File: config.mk
export PLATFORM = sky130hd
export DESIGN_NAME = ihe_ctrl
export DESIGN_NICKNAME = d
export VERILOG_FILES = /design/src/sv/ihe_pkg.sv /design/src/sv/ihe_ctrl.sv
export SDC_FILE = /design/constraint.sdc
export NUM_CORES = 1
export LEC_CHECK = 0
export CAP_MARGIN = 20
export CELL_PAD_IN_SITES_DETAIL_PLACEMENT = 1
export CELL_PAD_IN_SITES_GLOBAL_PLACEMENT = 2
export CORE_ASPECT_RATIO = 1.1
export CORE_UTILIZATION = 32
export CTS_CLUSTER_DIAMETER = 50
export DETAILED_ROUTE_END_ITERATION = 10
export DONT_BUFFER_PORTS = 1
export GPL_TIMING_DRIVEN = 0
export PLACE_DENSITY_LB_ADDON = 0.1
export SYNTH_ARGS = -nofsm -noshare
export SYNTH_HDL_FRONTEND = slang
export SYNTH_SLANG_ARGS = --single-unit
File: constraint.sdc
create_clock -name clk -period 1.4 [get_ports clk]
set_clock_uncertainty 0.05 [all_clocks]
set_input_delay 0.14 -clock clk [delete_from_list [all_inputs] [get_ports clk]]
set_output_delay 0.14 -clock clk [all_outputs]
set_load 0.02 [all_outputs]
File: src/sv/ihe_pkg.sv
// shared types and constants of the indexed min-heap engine
// used by ihe_ctrl, ihe_dp and indexed_min_heap_engine_core; no dependencies
`default_nettype none

package ihe_pkg;

    localparam int ID_W          = 8;
    localparam int NUM_IDS       = 256;
    localparam int IO_COST_W     = 32;
    localparam int COUNT_W       = 9;
    localparam int DEF_CAPACITY  = 256;
    localparam int DEF_COST_BITS = 32;

    // request codes
    localparam logic [1:0] REQ_INSERT = 2'd0;
    localparam logic [1:0] REQ_POPMIN = 2'd1;
    localparam logic [1:0] REQ_REMOVE = 2'd2;
    localparam logic [1:0] REQ_UPDATE = 2'd3;

    // status codes
    localparam logic [1:0] ST_OK     = 2'd0;
    localparam logic [1:0] ST_EMPTY  = 2'd1;
    localparam logic [1:0] ST_FULL   = 2'd2;
    localparam logic [1:0] ST_ABSENT = 2'd3;

    typedef struct packed {
        logic [1:0]           req_type;
        logic [ID_W-1:0]      item_id;
        logic [IO_COST_W-1:0] new_cost;
    } req_t;

    typedef struct packed {
        logic [1:0]           status;
        logic [ID_W-1:0]      out_id;
        logic [IO_COST_W-1:0] out_cost;
        logic [COUNT_W-1:0]   entry_count;
    } rsp_t;

    // datapath operations
    typedef enum logic [3:0] {
        OP_NONE,
        OP_CAPTURE,
        OP_ERR_FULL,
        OP_ERR_EMPTY,
        OP_ERR_ABSENT,
        OP_INSERT,
        OP_UPDATE,
        OP_RD_ROOT,
        OP_RD_SLOT,
        OP_TAKE,
        OP_UP_READ,
        OP_UP_MOVE,
        OP_DN_READ,
        OP_DN_MOVE,
        OP_PLACE
    } dp_op_t;

    typedef struct packed {
        dp_op_t op;
    } dp_cmd_t;

    typedef struct packed {
        logic [1:0] req_type;
        logic       id_valid;
        logic       full;
        logic       empty;
        logic       take_more;
        logic       pos_zero;
        logic       moved;
        logic       up_go;
        logic       has_child;
        logic       down_go;
    } dp_stat_t;

endpackage

`default_nettype wire

File: src/sv/ihe_ctrl.sv
// controller state machine of the indexed min-heap engine
// depends on ihe_pkg; drives ihe_dp through dp_cmd_t, reads dp_stat_t
`default_nettype none

module ihe_ctrl
    import ihe_pkg::*;
(
    input  wire logic     clk,
    input  wire logic     rst_n,
    input  wire logic     start,
    input  wire dp_stat_t stat,
    output dp_cmd_t       cmd,
    output logic          busy,
    output logic          result_strobe
);

    typedef enum logic [3:0] {
        S_IDLE,
        S_DISPATCH,
        S_RM_TAKE,
        S_UP_RD,
        S_UP_CMP,
        S_DN_RD,
        S_DN_CMP,
        S_PLACE,
        S_DONE
    } state_t;

    state_t state_reg;
    state_t state_next;
    logic   busy_reg;
    logic   strobe_reg;

    // next state and datapath command
    always_comb
    begin
        state_next = state_reg;
        cmd.op     = OP_NONE;
        case (state_reg)
            S_IDLE:
            begin
                if (start)
                begin
                    cmd.op     = OP_CAPTURE;
                    state_next = S_DISPATCH;
                end
            end
            S_DISPATCH:
            begin
                state_next = S_DONE;
                case (stat.req_type)
                    REQ_INSERT:
                    begin
                        if (stat.id_valid)
                        begin
                            cmd.op     = OP_UPDATE;
                            state_next = S_UP_RD;
                        end
                        else if (stat.full)
                        begin
                            cmd.op = OP_ERR_FULL;
                        end
                        else
                        begin
                            cmd.op     = OP_INSERT;
                            state_next = S_UP_RD;
                        end
                    end
                    REQ_POPMIN:
                    begin
                        if (stat.empty)
                        begin
                            cmd.op = OP_ERR_EMPTY;
                        end
                        else
                        begin
                            cmd.op     = OP_RD_ROOT;
                            state_next = S_RM_TAKE;
                        end
                    end
                    REQ_REMOVE:
                    begin
                        if (!stat.id_valid)
                        begin
                            cmd.op = OP_ERR_ABSENT;
                        end
                        else
                        begin
                            cmd.op     = OP_RD_SLOT;
                            state_next = S_RM_TAKE;
                        end
                    end
                    default:
                    begin
                        if (!stat.id_valid)
                        begin
                            cmd.op = OP_ERR_ABSENT;
                        end
                        else
                        begin
                            cmd.op     = OP_UPDATE;
                            state_next = S_UP_RD;
                        end
                    end
                endcase
            end
            S_RM_TAKE:
            begin
                cmd.op     = OP_TAKE;
                state_next = stat.take_more ? S_UP_RD : S_DONE;
            end
            S_UP_RD:
            begin
                if (stat.pos_zero)
                begin
                    state_next = stat.moved ? S_PLACE : S_DN_RD;
                end
                else
                begin
                    cmd.op     = OP_UP_READ;
                    state_next = S_UP_CMP;
                end
            end
            S_UP_CMP:
            begin
                if (stat.up_go)
                begin
                    cmd.op     = OP_UP_MOVE;
                    state_next = S_UP_RD;
                end
                else
                begin
                    state_next = stat.moved ? S_PLACE : S_DN_RD;
                end
            end
            S_DN_RD:
            begin
                if (stat.has_child)
                begin
                    cmd.op     = OP_DN_READ;
                    state_next = S_DN_CMP;
                end
                else
                begin
                    state_next = S_PLACE;
                end
            end
            S_DN_CMP:
            begin
                if (stat.down_go)
                begin
                    cmd.op     = OP_DN_MOVE;
                    state_next = S_DN_RD;
                end
                else
                begin
                    state_next = S_PLACE;
                end
            end
            S_PLACE:
            begin
                cmd.op     = OP_PLACE;
                state_next = S_DONE;
            end
            S_DONE: state_next = S_IDLE;
            default: state_next = S_IDLE;
        endcase
    end

    // state and registered outputs
    always_ff @(posedge clk or negedge rst_n)
    begin
        if (!rst_n)
        begin
            state_reg  <= S_IDLE;
            busy_reg   <= 1'b0;
            strobe_reg <= 1'b0;
        end
        else
        begin
            state_reg  <= state_next;
            busy_reg   <= (state_next != S_IDLE);
            strobe_reg <= (state_next == S_DONE);
        end
    end

    assign busy          = busy_reg;
    assign result_strobe = strobe_reg;

    // checks
    a_accept_busy: assert property (@(posedge clk) disable iff (!rst_n)
        (start && !busy) |=> busy)
        else $error("accepted request did not raise busy");
    a_done_frees: assert property (@(posedge clk) disable iff (!rst_n)
        result_strobe |=> !busy)
        else $error("busy still high after result transfer");
    a_cmp_after_rd: assert property (@(posedge clk) disable iff (!rst_n)
        (state_reg == S_UP_CMP) |-> ($past(state_reg) == S_UP_RD))
        else $error("parent compare without parent read");

endmodule

`default_nettype wire

Yosys cells after proc, flatten, opt, wreduce, memory -nomap -nowiden
Index checks and enable logic that the tools add are counted.

word-level totals
  flip-flop bits (word level) = 6
  latch bits = 0
  memory bits (writable) = 0
  bits in read-only memories = 0
  input port bits = 14
  output and inout port bits = 6
  word-level logic and storage cells = 42
  memories kept = 0

cells by class
  add/subtract/negate cells = 0
  multiply operators = 0
  divide/modulo/power cells = 0
  $lt $le $gt $ge = 0
  equal/unequal tests = 10
  shift operators = 0
  muxes and demuxes = 26
  bitwise gates (word level) = 0
  reductions and logical operators = 3

operators with widths
  cell                number
  $pmux 4 s8          2
  $mux 4              12
  $pmux 4 s3          2
  $eq 4x3->1 const B  4
  $mux 3              4
  $eq 4x2->1 const B  2
  $mux 2              4
  $eq 4x1->1 const B  1
  $eq 4x4->1 const B  1
  $logic_not 4->1     1
  $reduce_bool 4->1   1
  $eq 2x1->1 const B  1
  $eq 2x2->1 const B  1
  $logic_not 2->1     1
  $mux 1              2

Logic depth before layout (Yosys ltp)
  depth in word-level cells = 5
  gate-level depth with buffers = 6
  depth with buffers taken out = 4

Least setup slack after synthesis
OpenSTA, ideal clock, no wires.

  path kind = register to output
  start point = reg state_reg[2]
  end point = out cmd[0] (netlist bit)
  data arrival time = 1.413 ns
  data required time = 1.210 ns
  path slack = -0.203 ns
  cell stages (with the launch flop) = 4
  path buffers = 0
  cells stage by stage = dfrtp_1 -> nand2b_4 -> or3_4 -> o21ai_0

RTL lines
  item                    RTL line         source
  start, declared         ihe_ctrl.sv:29   state_t state_reg;
  start signal, assigned  ihe_ctrl.sv:181  state_reg <= state_next;
  end, declared           ihe_ctrl.sv:12   output dp_cmd_t cmd,

==> flow_metrics.py <==
metrics = {
    "run_status": {
        "outcome": "finished with violations",
        "violations": "design-rule violations, negative setup slack",
    },
    "timing": {
        "worst_slew_pin_slew_ns": 0.606,
        "setup_viol": 4,
        "period_needed_ns": 1.68,
        "setup_ws_ns": -0.280,
        "min_period_over_period_pct": 120,
        "timing.final.hold_violations": 0,
        "holdWs_ns": 0.0408,
        "relSlewSlack_pct": 59.5,
        "rsz0062_at_grt": "yes",
        "timing.fmax_mhz": 595,
        "drv_slew": 0,
    },
    "clock_network": {
        "clock_latency_ns": 0.24,
        "clock_sinks": 6,
        "path_clk_slew_ns": 0.04,
        "cts_made_buffers": 3,
        "cts_tree": "built",
        "clock-root-buffer": "clkbuf_4",
        "cts_buffer_depth": 2,
        "htreeDepth": 1,
    },
    "die": {
        "die_x_um": 44.2,
        "core-area_mm2": 0.00180,
        "die_height_um": 48.4,
        "io_pins": 20,
        "floorplan.initialDensity_pct": 34.7,
        "num_rows": 16,
        "die_area_mm2": 0.00214,
    },
    "detailed_routing": {
        "dr.first_iter.drc_count": 9,
        "drtAntennaViolNets": 0,
        "routedWlPerCell_um": 17.2,
        "routed_wl_mm": 1.91,
        "drtPass1Iterations": 7,
        "drc": 1,
        "vias": 682,
        "via_per_inst": 6.14,
    },
    "synthesis": {
        "synth_top_family_by_area": "compound AO/OA/AOI/OAI gates",
        "synth_mux_area_share_pct": 3.20,
        "synth.top_cell.area_share_pct": 24.0,
        "yosys.area_share.simple_pct": 29.0,
        "synthAdderAreaFrac_pct": 0,
        "seq_area_frac_synth_pct": 24.0,
        "syn-cell-area_um2": 626,
        "synthCells": 81,
        "synth_area_leaders": "dfrtp_1 24%, nand2b_1 6.0%, nor2_1 5.4%",
        "synth_area_per_cell_um2": 7.72,
        "synth_fp_nets": 95,
        "synth_largest_area_cell": "dfrtp_1",
        "synth_compound_area_share_pct": 36.0,
        "synth_seq_cells": 6,
        "post_synth_num_cell_types": 38,
        "synthXorXnorAreaFrac_pct": 0,
        "ys.warnings.count": 0,
    },
    "critical_path": {
        "crit_type": "flip-flop to output port",
        "worstPathRequired_ns": 1.21,
        "arrival_ns": 1.49,
        "crit_path_end_kind": "output port",
        "worst-path-max-fanout": 5,
        "reg2reg_slack_ns": 0.02,
        "start_kind": "flip-flop",
        "cp_slowest_cell": "dfrtp_2",
        "slowest_delay_ns": 0.43,
        "cp_cell_sequence": "nand2b_4, or3_4, o31ai_4",
    },
    "pwr": {
        "switching_share_pct": 48.1,
        "p_leak_nw": 0.347,
        "p_int_mw": 1.04,
        "ir_drop_uv": 1190,
        "power.density_mw_per_mm2": 2360,
        "seqPwrFrac_pct": 17.5,
        "switchingPower_mw": 0.960,
        "combinationalPowerShare_pct": 74.6,
        "p_clk_share_pct": 7.8,
    },
    "global_route": {
        "grt_first_pass_wirelength_mm": 3.42,
        "antenna_found_initial": 0,
        "grt_pass1_vias": 764,
        "track_usage_pct": 20.7,
        "grt_max_degree": 11,
        "grt_overflow_total": 0,
    },
    "placed_design": {
        "dp_slack_ns": -0.172,
        "dp_hpwl_mm": 1.41,
        "io_buffers": 0,
        "gp_congestion": 0.777,
    },
    "run": {
        "maxCapViolations": 0,
    },
    "layout": {
        "largest_reg_flops": 4,
        "fillers": 220,
        "final_layout_size_suffix_gt1_share_pct": 36.6,
        "area_growth_pct": 35.2,
        "nets": 109,
        "antenna_cells": 0,
    },
    "worst_hold_path": {
        "hold_path_class": "input pin to flip-flop",
    },
}
routing by layer:
layer,part of all wire [%],GRT usage (%)
met3,5.3,5.60
met5,0,0
met1,40,25.2
met4,0,3.03
met2,54,36.3
through the flow:
stage	power [mW]	utilization [%]	setup TNS [ns]	instances	area, um2
after detailed placement	1.47	37.6	-0.439	99	678
after global routing	2.15	46.9	-1.36	111	846
final	2.00	46.9	-1.05	111	846
after floorplan	1.26	-	-0.0673	81	656
after CTS	1.90	44.7	-1.07	110	806
after global placement	1.47	37.6	-0.404	99	678
timing repair:
action | 4_1_cts | 5_1_grt
cloned | 0 | 0
hold endpoints to repair | 6 | 0
setup endpoints to repair | 5 | 9
gates resized for setup | 12 | 8
pin swaps | 3 | 4
hold buffers | 1 | 0
buffers inserted | 7 | 1
final timing paths:
check	startpoint	to	depth (start not counted)
hold / removal	stat[4]	state_reg[0]	2
min in group asynchronous	rst_n	state_reg[0]	1
setup reg to reg	state_reg[2]	state_reg[1]	6
setup / recovery	state_reg[2]	cmd[2]	3
hold reg to reg	state_reg[3]	state_reg[1]	3
max in group asynchronous	rst_n	state_reg[2]	1
synth_stat cells, drive strengths merged:
cell / count
clkbuf: 1
a31oi: 2
o31a: 1
a32oi: 1
a211oi: 3
nor3b: 2
nand3b: 2
nor2b: 1
o21ai: 7
o22ai: 2
nand4: 1
o41ai: 1
nor2: 9
nand3: 1
buf: 5
o311ai: 1
nand2: 4
dfrtp: 6
inv: 4
and3: 1
o31ai: 1
and2: 1
nand2b: 7
or3: 1
o2111ai: 1
a21oi: 5
a21o: 1
nor3: 1
o211ai: 2
a22oi: 1
o221ai: 1
mux2i: 2
o21a: 1
a2111oi: 1
kinds of logic after synthesis:
group / count (synthesis)
AOI/OAI and AO/OA: 32
and+or+nand+nor: 31
buffers and inverters: 10
DFF: 6
muxes: 2
power by group through the flow:
stage / Sequential, mW / Clock (mW) / Combinational, mW
final: 0.350 / 0.157 / 1.49
after CTS: 0.348 / 0.165 / 1.39
after global routing: 0.366 / 0.172 / 1.61
after global placement: 0.364 / 0 / 1.10
after floorplan: 0.346 / 0 / 0.913
after detailed placement: 0.364 / 0 / 1.10
area by class of cell:
class / count / area, um2 / area share [%]
well taps: 18 / 22.5 / 2.66
inverters: 4 / 15.0 / 1.78
plain buffers: 6 / 55.1 / 6.51
multi-input cells: 65 / 509 / 60.2
repair buffers: 9 / 70.1 / 8.28
flip-flops and latches: 6 / 151 / 17.9
clock buffers: 3 / 22.5 / 2.66
placed cells by master, fill, tap and decap left out, types with 2 or more instances in the layout:
| cell | count |
|---|---|
| o211ai_1 | 2 |
| nand2_1 | 4 |
| a211oi_2 | 2 |
| inv_1 | 4 |
| o21ai_1 | 2 |
| clkbuf_4 | 3 |
| o21ai_2 | 2 |
| nand2b_1 | 4 |
| dfrtp_1 | 5 |
| buf_6 | 2 |
| mux2i_1 | 2 |
| nor2_1 | 9 |
| nand3b_1 | 2 |
| buf_4 | 9 |
| nand2b_4 | 3 |
| o21ai_0 | 2 |
| a21oi_1 | 4 |
| a31oi_1 | 2 |
worst max-delay path, delay by kind of cell (launching register included):
family,cells,cell delay [ns]
AND/OR/NAND/NOR,2,0.52
flip-flops,1,0.43
AO/OA/AOI/OAI,1,0.30
(Power assumes the default switching activity.)
